<file path="config.mk">
export PLATFORM = sky130hd
export DESIGN_NAME = array_linked_list_free_list_top
export DESIGN_NICKNAME = d
export VERILOG_FILES = /design/src/sv/alfl_pkg.sv /design/src/sv/alfl_link_mem.sv /design/src/sv/alfl_val_mem.sv /design/src/sv/array_linked_list_free_list_top.sv
export SDC_FILE = /design/constraint.sdc
export NUM_CORES = 1
export LEC_CHECK = 0
export BUFFER_PORTS_ARGS = -buffer_cell sky130_fd_sc_hd__clkbuf_2
export CAP_MARGIN = 20
export CORE_ASPECT_RATIO = 1.2
export CORE_MARGIN = 3
export CORE_UTILIZATION = 41
export DETAILED_ROUTE_END_ITERATION = 8
export SLEW_MARGIN = 10
export SYNTH_ARGS = -nofsm -noshare
export SYNTH_HDL_FRONTEND = slang
export SYNTH_SLANG_ARGS = --single-unit
</file>
<file path="constraint.sdc">
create_clock -name clk -period 5.1 [get_ports clk]
set_input_delay 0.51 -clock clk [delete_from_list [all_inputs] [get_ports clk]]
set_output_delay 0.51 -clock clk [all_outputs]
set_load 0.1 [all_outputs]
</file>
<file path="src/sv/alfl_pkg.sv">
// Package for the array-linked list with free list.
// Sizes, operation and status codes, memory write-port types.
// No dependencies.
package alfl_pkg;

	localparam int DEPTH   = 16;
	localparam int SLOT_W  = $clog2(DEPTH);
	localparam int LINK_W  = $clog2(DEPTH + 1);
	localparam int VALUE_W = 31;
	localparam int FUNC_W  = 2;
	localparam int STAT_W  = 2;
	localparam int OSLOT_W = 4;

	localparam logic [LINK_W-1:0] LINK_NULL = LINK_W'(DEPTH);

	localparam logic [FUNC_W-1:0] FN_INSERT = 2'd0;
	localparam logic [FUNC_W-1:0] FN_REMOVE = 2'd1;
	localparam logic [FUNC_W-1:0] FN_CLEAR  = 2'd2;

	localparam logic [STAT_W-1:0] STAT_DONE  = 2'd0;
	localparam logic [STAT_W-1:0] STAT_FULL  = 2'd1;
	localparam logic [STAT_W-1:0] STAT_EMPTY = 2'd2;

	typedef struct packed {
		logic              en;
		logic [SLOT_W-1:0] addr;
		logic [LINK_W-1:0] data;
	} link_wr_t;

	typedef struct packed {
		logic               en;
		logic [SLOT_W-1:0]  addr;
		logic [VALUE_W-1:0] data;
	} val_wr_t;

endpackage

</file>
<file path="src/sv/alfl_link_mem.sv">
// Next-link memory: synchronous read.
// Per-entry valid bits; an entry never written since clear reads as its index + 1.
// Depends on alfl_pkg.
module alfl_link_mem
	import alfl_pkg::*;
(
	input  logic              clk,
	input  logic              arst_n,
	input  logic              clear,
	input  link_wr_t          wr,
	input  logic              rd_en,
	input  logic [SLOT_W-1:0] rd_addr,
	output logic [LINK_W-1:0] rd_data
);

	logic [LINK_W-1:0] mem [DEPTH];
	logic [DEPTH-1:0]  valid_q;
	logic [LINK_W-1:0] mem_rd_q;
	logic [SLOT_W-1:0] rd_addr_q;
	logic              rd_vld_q;

	always_ff @(posedge clk or negedge arst_n) begin
		if (!arst_n) begin
			valid_q <= '0;
		end else if (clear) begin
			valid_q <= '0;
		end else if (wr.en) begin
			valid_q[wr.addr] <= 1'b1;
		end
	end

	always_ff @(posedge clk) begin
		if (wr.en) begin
			mem[wr.addr] <= wr.data;
		end
		if (rd_en) begin
			mem_rd_q  <= mem[rd_addr];
			rd_addr_q <= rd_addr;
			rd_vld_q  <= valid_q[rd_addr];
		end
	end

	// unwritten entry holds the rebuilt chain i+1
	assign rd_data = rd_vld_q ? mem_rd_q : (LINK_W'(rd_addr_q) + LINK_W'(1));

endmodule

</file>
<file path="src/sv/alfl_val_mem.sv">
// Entry value memory: synchronous read, no reset.
// Depends on alfl_pkg.
module alfl_val_mem
	import alfl_pkg::*;
(
	input  logic               clk,
	input  val_wr_t            wr,
	input  logic               rd_en,
	input  logic [SLOT_W-1:0]  rd_addr,
	output logic [VALUE_W-1:0] rd_data
);

	logic [VALUE_W-1:0] mem [DEPTH];
	logic [VALUE_W-1:0] rd_q;

	always_ff @(posedge clk) begin
		if (wr.en) begin
			mem[wr.addr] <= wr.data;
		end
		if (rd_en) begin
			rd_q <= mem[rd_addr];
		end
	end

	assign rd_data = rd_q;

endmodule

</file>
<file path="src/sv/array_linked_list_free_list_top.sv">
// Array-linked list with free list: top level, control and output register.
// An accepted input transaction moves IDLE to EXEC; EXEC commits into the output
// register, which raises m_tvalid; EXEC holds while the output register is full.
// s_tready is low in EXEC, so a new transaction is accepted only after the link-memory
// read and write-back of the previous one. Reset: list empty (head null), free list 0..DEPTH-1
// via cleared link valid bits, no clearing pass; a clear operation does the same.
// Depends on alfl_pkg, alfl_link_mem, alfl_val_mem.
module array_linked_list_free_list_top
	import alfl_pkg::*;
(
	input  logic        clk,
	input  logic        arst_n,
	input  logic        s_tvalid,
	output logic        s_tready,
	input  logic [39:0] s_tdata,   // [1:0] func, [32:2] value, [39:33] zero
	output logic        m_tvalid,
	input  logic        m_tready,
	output logic [39:0] m_tdata    // [1:0] status, [5:2] slot, [36:6] removed_value,
	                               // [37] now_empty, [38] now_full, [39] zero
);

	// two-state sequencer: IDLE accepts and issues reads, EXEC commits
	typedef enum logic [1:0] {
		ST_IDLE = 2'b01,
		ST_EXEC = 2'b10
	} state_t;

	state_t state_q;

	logic [FUNC_W-1:0]  func_s1;
	logic [VALUE_W-1:0] value_s1;
	logic [LINK_W-1:0]  head_q;
	logic [LINK_W-1:0]  free_q;

	logic [FUNC_W-1:0]  in_func;
	logic [VALUE_W-1:0] in_value;
	logic               in_acc;
	logic               commit;

	logic [SLOT_W-1:0]  rd_addr;
	logic [LINK_W-1:0]  link_rd;
	logic [VALUE_W-1:0] val_rd;
	link_wr_t           link_wr;
	val_wr_t            val_wr;
	logic               link_clear;

	// next-state and result of the step in EXEC
	logic [LINK_W-1:0]  head_n;
	logic [LINK_W-1:0]  free_n;
	logic [STAT_W-1:0]  status_n;
	logic [SLOT_W-1:0]  slot_n;
	logic [VALUE_W-1:0] removed_n;

	// output register
	logic               out_vld_q;
	logic [STAT_W-1:0]  status_q;
	logic [OSLOT_W-1:0] slot_q;
	logic [VALUE_W-1:0] removed_q;
	logic               empty_q;
	logic               full_q;

	assign in_func  = s_tdata[FUNC_W-1:0];
	assign in_value = s_tdata[FUNC_W+VALUE_W-1:FUNC_W];

	assign s_tready = (state_q == ST_IDLE);
	assign in_acc   = s_tvalid && s_tready;
	// EXEC holds until the output register is free or drains this cycle
	assign commit   = (state_q == ST_EXEC) && (!out_vld_q || m_tready);

	// remove reads the head slot, anything else reads the first free slot
	assign rd_addr = (in_func == FN_REMOVE) ? head_q[SLOT_W-1:0] : free_q[SLOT_W-1:0];

	alfl_link_mem u_link (
		.clk     (clk),
		.arst_n  (arst_n),
		.clear   (link_clear),
		.wr      (link_wr),
		.rd_en   (in_acc),
		.rd_addr (rd_addr),
		.rd_data (link_rd)
	);

	alfl_val_mem u_val (
		.clk     (clk),
		.wr      (val_wr),
		.rd_en   (in_acc),
		.rd_addr (rd_addr),
		.rd_data (val_rd)
	);

	always_comb begin
		head_n     = head_q;
		free_n     = free_q;
		status_n   = STAT_DONE;
		slot_n     = '0;
		removed_n  = '0;
		link_wr    = '0;
		val_wr     = '0;
		link_clear = 1'b0;
		priority if (func_s1 == FN_INSERT) begin
			if (free_q == LINK_NULL) begin
				status_n = STAT_FULL;
			end else begin
				// pop free head, link it before the old list head
				slot_n       = free_q[SLOT_W-1:0];
				free_n       = link_rd;
				head_n       = free_q;
				link_wr.en   = commit;
				link_wr.addr = free_q[SLOT_W-1:0];
				link_wr.data = head_q;
				val_wr.en    = commit;
				val_wr.addr  = free_q[SLOT_W-1:0];
				val_wr.data  = value_s1;
			end
		end else if (func_s1 == FN_REMOVE) begin
			if (head_q == LINK_NULL) begin
				status_n = STAT_EMPTY;
			end else begin
				// unlink list head, push it onto the free list
				slot_n       = head_q[SLOT_W-1:0];
				removed_n    = val_rd;
				head_n       = link_rd;
				free_n       = head_q;
				link_wr.en   = commit;
				link_wr.addr = head_q[SLOT_W-1:0];
				link_wr.data = free_q;
			end
		end else if (func_s1 == FN_CLEAR) begin
			head_n     = LINK_NULL;
			free_n     = '0;
			link_clear = commit;
		end else begin
			// unused code: no change
			head_n = head_q;
		end
	end

	always_ff @(posedge clk or negedge arst_n) begin
		if (!arst_n) begin
			state_q <= ST_IDLE;
			head_q  <= LINK_NULL;
			free_q  <= '0;
		end else begin
			unique case (state_q)
				ST_IDLE: begin
					if (in_acc) begin
						state_q <= ST_EXEC;
					end
				end
				ST_EXEC: begin
					if (commit) begin
						state_q <= ST_IDLE;
						head_q  <= head_n;
						free_q  <= free_n;
					end
				end
				default: begin
					state_q <= ST_IDLE;
				end
			endcase
		end
	end

	always_ff @(posedge clk) begin
		if (in_acc) begin
			func_s1  <= in_func;
			value_s1 <= in_value;
		end
	end

	always_ff @(posedge clk or negedge arst_n) begin
		if (!arst_n) begin
			out_vld_q <= 1'b0;
		end else if (commit) begin
			out_vld_q <= 1'b1;
		end else if (m_tready) begin
			out_vld_q <= 1'b0;
		end
	end

	always_ff @(posedge clk) begin
		if (commit) begin
			status_q  <= status_n;
			slot_q    <= OSLOT_W'(slot_n);
			removed_q <= removed_n;
			empty_q   <= (head_n == LINK_NULL);
			full_q    <= (free_n == LINK_NULL);
		end
	end

	assign m_tvalid = out_vld_q;
	assign m_tdata  = {1'b0, full_q, empty_q, removed_q, slot_q, status_q};

endmodule
</file>
==> flow_summary.yaml, run 1 <==
final_layout:
  nets: 2104
  fill_cells: 5801
  drive_above_1_share_pct: 12.9
  syn2layout_area_growth_pct: 13.5
  design_area_um2: 31900
worst_setup_path:
  critical_path.endpoint_type: "flop"
  path_max_fanout: 20
  reg2reg_depth: 7
  reg2reg_slack_ps: 1570
  crit_chain: "nor4bb_1 > a21oi_4 > buf_4 > o221ai_4 > a21oi_1 > o21ai_0 > nand2_1"
  critPathKind: "flop to flop"
  rr_endpoint: "u_link.mem_rd_q[0]"
  rr_startpoint: "head_q[1]"
  worst-endpoint-required_ps: 5460
  worst_path_dominant_cell_family: "compound AO/OA/AOI/OAI gates"
  crit_buf_inv: 1
  arrival_ps: 3890
  cp-start-kind: "flop"
  slowest_stage: "dfrtp_1"
  critPathMaxStageDelay_ps: 770
placement:
  post_dp_cell_area_um2: 29600
  dp_hpwl_mm: 39.3
  place_congestion: 0.802
  io_buffers: 77
  dp_slack_ps: 1400
sta:
  fin_skew_ps: 23.2
  hold_violations: 0
  worst_pin_slew_ps: 1070
  tns_ps: 0
  period_minus_slack_ps: 3530
  final_max_slew_viol_count: 0
  worst_slack_ps: 1570
  finalCritPeriodShare_pct: 69.2
  finalSetupViolCount: 0
  rsz0062_at_grt: "no"
  worst_hold_slack_ps: 63.0
  slew_headroom_pct: 28.3
  max_freq_ghz: 0.283
yosys:
  syn_avg_cell_area_um2: 14.1
  synth-edff-count: 689
  synthSimpleGateAreaFrac_pct: 11.2
  synth_top_family_by_area: "simple AND/OR/NAND/NOR gates"
  synth_compound_area_share_pct: 8.08
  ys_seq_area_share_pct: 76.2
  synthAdderAreaFrac_pct: 0.0445
  synth_ff_type: "edfxtp_1"
  synth_xor_area_share_pct: 0.0623
  synth_cells: 1991
  async_reset_ff_share_pct: 4.04
  netlist_area_um2: 28100
  synth_nets: 2036
  yosysUniqueCellTypes: 62
  synth.yosys.warnings: 0
  postSynthRegisterBits: 718
  synth.area.mux_share_pct: 2.12
run:
  cap_violations: 0
floorplan:
  dieHeight_um: 293
  die_area_um2: 71800
  ios: 86
  placementRows: 104
  die_w_um: 245
  start_util_pct: 41.6
  core_um2: 67500
worst_hold_path:
  hp-class: "input port to flop"
  min_path_cells: 1
  min-delay-start: "s_tdata[22]"
  min_to: "value_s1[20]"
clock_network:
  cts_buffers: 73
  cts_resized: 0
  cts_num_sinks: 718
  insertion_delay_ps: 620
  postCtsSetupRepairBufs: 0
  ctsHoldBuffers: 1
  h-tree-depth: 3
  cts_tree: "yes"
  root_buffer: "clkbuf_16"
  clock_path_buffers: 3
  cts.clk_slew.worst_paths_ps: 60
drt:
  antenna_left: 0
  wl_per_cell_um: 23.9
  wirelength_mm: 72.2
  vias: 17000
  drc: 0
  dr.pass1.iters: 5
  viasPerCell: 5.65
  first_iter_violations: 1877
global_route:
  grt_pass1_wl_mm: 108
  grt_use_total_pct: 20.2
  grt_start_max_net_pins: 182
  gr-total-overflow: 0
  grt_pass1_vias: 16900
  antenna_found_initial: 4
power_and_ir_drop:
  ir_drop_mv: 0.462
  total_power_mw: 16.5
  power_leakage_nw: 10.9
  power.density_nw_per_um2: 517
status:
  status: "complete, no violations"
==> routing by layer <==
| metal | vias up | share of wire (%) | track usage, % | wire length [um] |
|---|---|---|---|---|
| li1 | 7639 | - | - | - |
| met1 | 8546 | 41 | 27.5 | 29800 |
| met2 | 714 | 47 | 32.2 | 34200 |
| met3 | 134 | 8.1 | 3.48 | 5880 |
| met4 | 0 | 3.3 | 8.31 | 2380 |
| met5 | - | 0 | 0 | 0 |
==> how the worst max path moves through the flow <==
stage | from | endpoint | cells past startpoint
2_1_floorplan | m_tvalid | u_val.mem[0][0] | 6
3_3_place_gp | s_tdata[1] | u_val.rd_data[15] | 8
3_5_place_dp | s_tdata[1] | u_link.mem_rd_q[0] | 8
4_1_cts | head_q[1] | u_link.mem_rd_q[0] | 7
5_1_grt | head_q[1] | u_link.mem_rd_q[0] | 7
6_report | head_q[1] | u_link.mem_rd_q[0] | 7
==> logic make-up after synthesis <==
logic type,after synthesis
buf+inv,136
fa+ha+maj,1
compound gates,374
flops,718
xor+xnor,2
other cells,1
mux,55
simple gates,704
==> Yosys cell counts (5+ instances only) <==
library cell  number  area [um2]
a211oi_1          30         225
nor2b_1            5        31.3
a21oi_1           56         280
o22ai_1           52         325
dfrtp_1           27         676
a31oi_1           43         269
edfxtp_1         689       20700
clkbuf_1          64         240
o21ai_1           11        55.1
nor2_1           102         383
a22o_1             6        52.6
buf_6              5        56.3
buf_4             14         105
nand4_1           36         225
o221ai_1           9        78.8
buf_2             43         215
mux2i_1           47         470
nand3_1           93         465
o21ai_0          127         636
a222oi_1           7        70.1
o21a_1            17         128
nand2b_1           9        56.3
and3_1            63         394
nand2_1          372        1400
inv_1              5        18.8
==> area by class of cell <==
type	instances	area, um2	area share (%)
clock buffers	94	1960	6.14
inverters	6	27.5	0.0863
flip-flops and latches	718	21400	67.1
diodes	1	2.50	0.00784
clock inverters	37	299	0.937
multi-input cells	1137	6280	19.7
well taps	901	1130	3.53
repair buffers	123	791	2.48
==> report_power, final <==
group,leakage (nW),switching [mW],total [mW],internal (mW)
registers,6.75,0.258,7.27,7.01
clock network,1.11,2.20,5.08,2.88
logic,3.01,2.98,4.12,1.14
==> worst reg2reg max path, cell delays in order (launching register included) <==
cell and delay (ps):
dfrtp_1 770, nor4bb_1 600, a21oi_4 230, buf_4 350, o221ai_4 760, a21oi_1 130, o21ai_0 350, nand2_1 90
==> through the flow <==
stage | std cells | utilization [%]
final | 3017 | 47.2
after global routing | 3016 | 47.2
after CTS | 3016 | 47.2
after detailed placement | 2884 | 43.9
after global placement | 2883 | 43.8
after floorplan | 1991 | -
==> cell usage in the layout, fill, tap and decap left out, drive strengths merged, types with 3 or more instances in the layout <==
master and n:
a21oi 57, dfrtp 27, nand4 36, o221ai 9
nand2b 9, edfxtp 689, and3 63, o22ai 52
clkinv 29, nor2b 6, o21ai 141, nand2 373
a211o 3, o21a 17, a222oi 7, inv 9
nor4 3, a31oi 44, mux2 4, a22o 6
buf 45, clkbuf 171, mux2i 49, nor2 103
and2 4, a211oi 30, nor3 4, nand3b 4
nand3 93, bufinv 3
==> flip-flops by register name, indices dropped and copies added (netlist names) <==
name              count
full_q                1
u_link.valid_q       16
u_link.rd_vld_q       1
u_link.rd_addr_q      4
u_link.mem           80
free_q                5
slot_q                4
value_s1             31
empty_q               1
status_q              2
removed_q            31
func_s1               2
head_q                5
u_val.rd_data        31
state_q               2
m_tvalid              1
u_link.mem_rd_q       5
u_val.mem           496
(Power assumes the default switching activity.)
==> inputs of run 2 (changes only) <==
clock period = 3.3 ns   (was 5.1 ns; I/O delays follow)
==> flow_summary.yaml, run 2 (synthesis results as in run 1) <==
status:
  status: "complete, no violations"
worst_setup_path:
  crit_start: "s_tdata[1]"
  rr_startpoint: "state_q[1]"
  rr_endpoint: "u_link.mem[5][4]"
  cp-start-kind: "input port"
  critical_path.endpoint_type: "flop"
  reg2reg_depth: 6
  arrival_ps: 3310
  reg2reg_slack_ps: 560
  worst-endpoint-required_ps: 3750
  critPathKind: "input port to flop"
  path_max_fanout: 38
floorplan:
  ios: 86
  placementRows: 104
  start_util_pct: 41.6
  die_w_um: 245
  die_area_um2: 71800
  core_um2: 67500
  dieHeight_um: 293
global_route:
  grt_pass1_vias: 17100
  grt_pass1_wl_mm: 108
  grt_use_total_pct: 20.2
  antenna_found_initial: 2
  gr-total-overflow: 0
  grt_start_max_net_pins: 76
final_layout:
  nets: 2173
  top_register: "u_val.mem"
  top_regs: "u_val.mem x496, u_link.mem x80"
  final_common_cell: "edfxtp_1"
  largest_reg_flops: 496
  syn2layout_area_growth_pct: 16.7
  final_cell_mix: "689 x edfxtp_1, 372 x nand2_1, 126 x o21ai_0, 93 x nand3_1, 86 x nor2_1"
  drive_above_1_share_pct: 14.4
clock_network:
  insertion_delay_ps: 630
  clock_path_buffers: 3
  postCtsSetupRepairBufs: 0
  cts_resized: 0
  cts.clk_slew.worst_paths_ps: 70
  cts_buffers: 73
  cts_tree: "yes"
  ctsHoldBuffers: 35
  cts_num_sinks: 718
  h-tree-depth: 3
  root_buffer: "clkbuf_16"
drt:
  vias: 17200
  drc: 0
  first_iter_violations: 1890
  wl_per_cell_um: 23.4
  antenna_left: 0
  wirelength_mm: 72.2
  dr.pass1.iters: 6
  viasPerCell: 5.58
power_and_ir_drop:
  p_sw_mw: 8.53
  clkPwrFrac_pct: 31.1
  total_power_mw: 26.0
  internal_power_mw: 17.5
  power.density_nw_per_um2: 792
  power_leakage_nw: 11.3
  power_frac_seq_pct: 42.7
  ir_drop_mv: 0.549
  swShare_pct: 32.8
  power_frac_comb_pct: 26.1
run:
  cap_violations: 0
sta:
  tns_ps: 0
  finalSetupViolCount: 0
  fin_skew_ps: 24.3
  rsz0062_at_grt: "no"
  worst_pin_slew_ps: 929
  hold_violations: 0
  period_minus_slack_ps: 2850
  slew_headroom_pct: 37.8
  finalCritPeriodShare_pct: 86.4
  final_max_slew_viol_count: 0
  max_freq_ghz: 0.351
placement:
  place_congestion: 0.798
  dp_hpwl_mm: 40.5
  io_buffers: 77
worst_hold_path:
  hp-class: "input port to async pin"
run 2: cell types whose count changed in the layout (fill, tap and decap cells not counted), moves of 2 or more:
| cell | previous run | this run |
|---|---|---|
| buf_12 | 3 | 24 |
| buf_4 | 41 | 55 |
| bufinv_16 | 3 | 7 |
| clkbuf_1 | 18 | 11 |
| clkbuf_16 | 75 | 73 |
| clkinv_1 | 12 | 10 |
| dlygate4sd3_1 | 1 | 35 |
| inv_6 | 3 | 8 |
run 2: final cells by class:
| type | count | area (um2) |
|---|---|---|
| tap | 901 | 1130 |
| clock inverter | 45 | 449 |
| antenna | 1 | 2.50 |
| fill | 5702 | 34700 |
| clock buffer | 84 | 1870 |
| timing repair buffer | 192 | 1660 |
| inverter | 6 | 27.5 |
| sequential | 718 | 21400 |
| multi-input combinational | 1137 | 6270 |
run 2: routing by layer:
layer	GRT usage [%]	wire length (um)	vias to the layer above	part of all wire, %
li1	-	-	7772	-
met1	27.6	30200	8602	42
met2	32.8	34500	714	48
met3	3.06	5320	135	7.4
met4	7.59	2150	0	3.0
met5	0	0	-	0
run 2: how the worst max path moves through the flow:
stage,to,slack [ps],depth (start not counted)
after floorplan,u_val.mem[0][0],180,6
after global placement,u_val.rd_data[22],430,8
after detailed placement,u_val.rd_data[26],390,8
after CTS,u_val.rd_data[26],510,9
after global routing,u_val.rd_data[22],290,9
final,u_val.rd_data[14],450,9
run 2: critical path, stage by stage:
cell and delay [ps]:
dlygate4sd3_1 530, clkbuf_2 160, nand2b_1 450, a21oi_4 690, buf_4 520, a211oi_1 150, o22ai_1 180, o21ai_0 100
nand2_1 140
run 2: through the flow:
step / hold WS (ps) / util [%] / worst slack (ps) / std cells / cell area, um2
finish: 321 / 48.6 / 449 / 3084 / 32800
global route: 367 / 48.6 / 292 / 3083 / 32800
CTS: 312 / 48.6 / 507 / 3083 / 32800
detailed placement: 447 / 44.6 / 389 / 2919 / 30100
global placement: 432 / 44.6 / 425 / 2917 / 30100
floorplan: 34.4 / - / 177 / 1991 / 28200
run 2: power groups by stage:
stage | registers (mW) | clock network (mW) | logic (mW)
finish | 11.1 | 8.09 | 6.79
global route | 11.1 | 8.60 | 7.44
CTS | 11.1 | 8.25 | 6.82
detailed placement | 11.3 | 0 | 6.76
global placement | 11.3 | 0 | 6.66
floorplan | 11.3 | 0 | 4.31
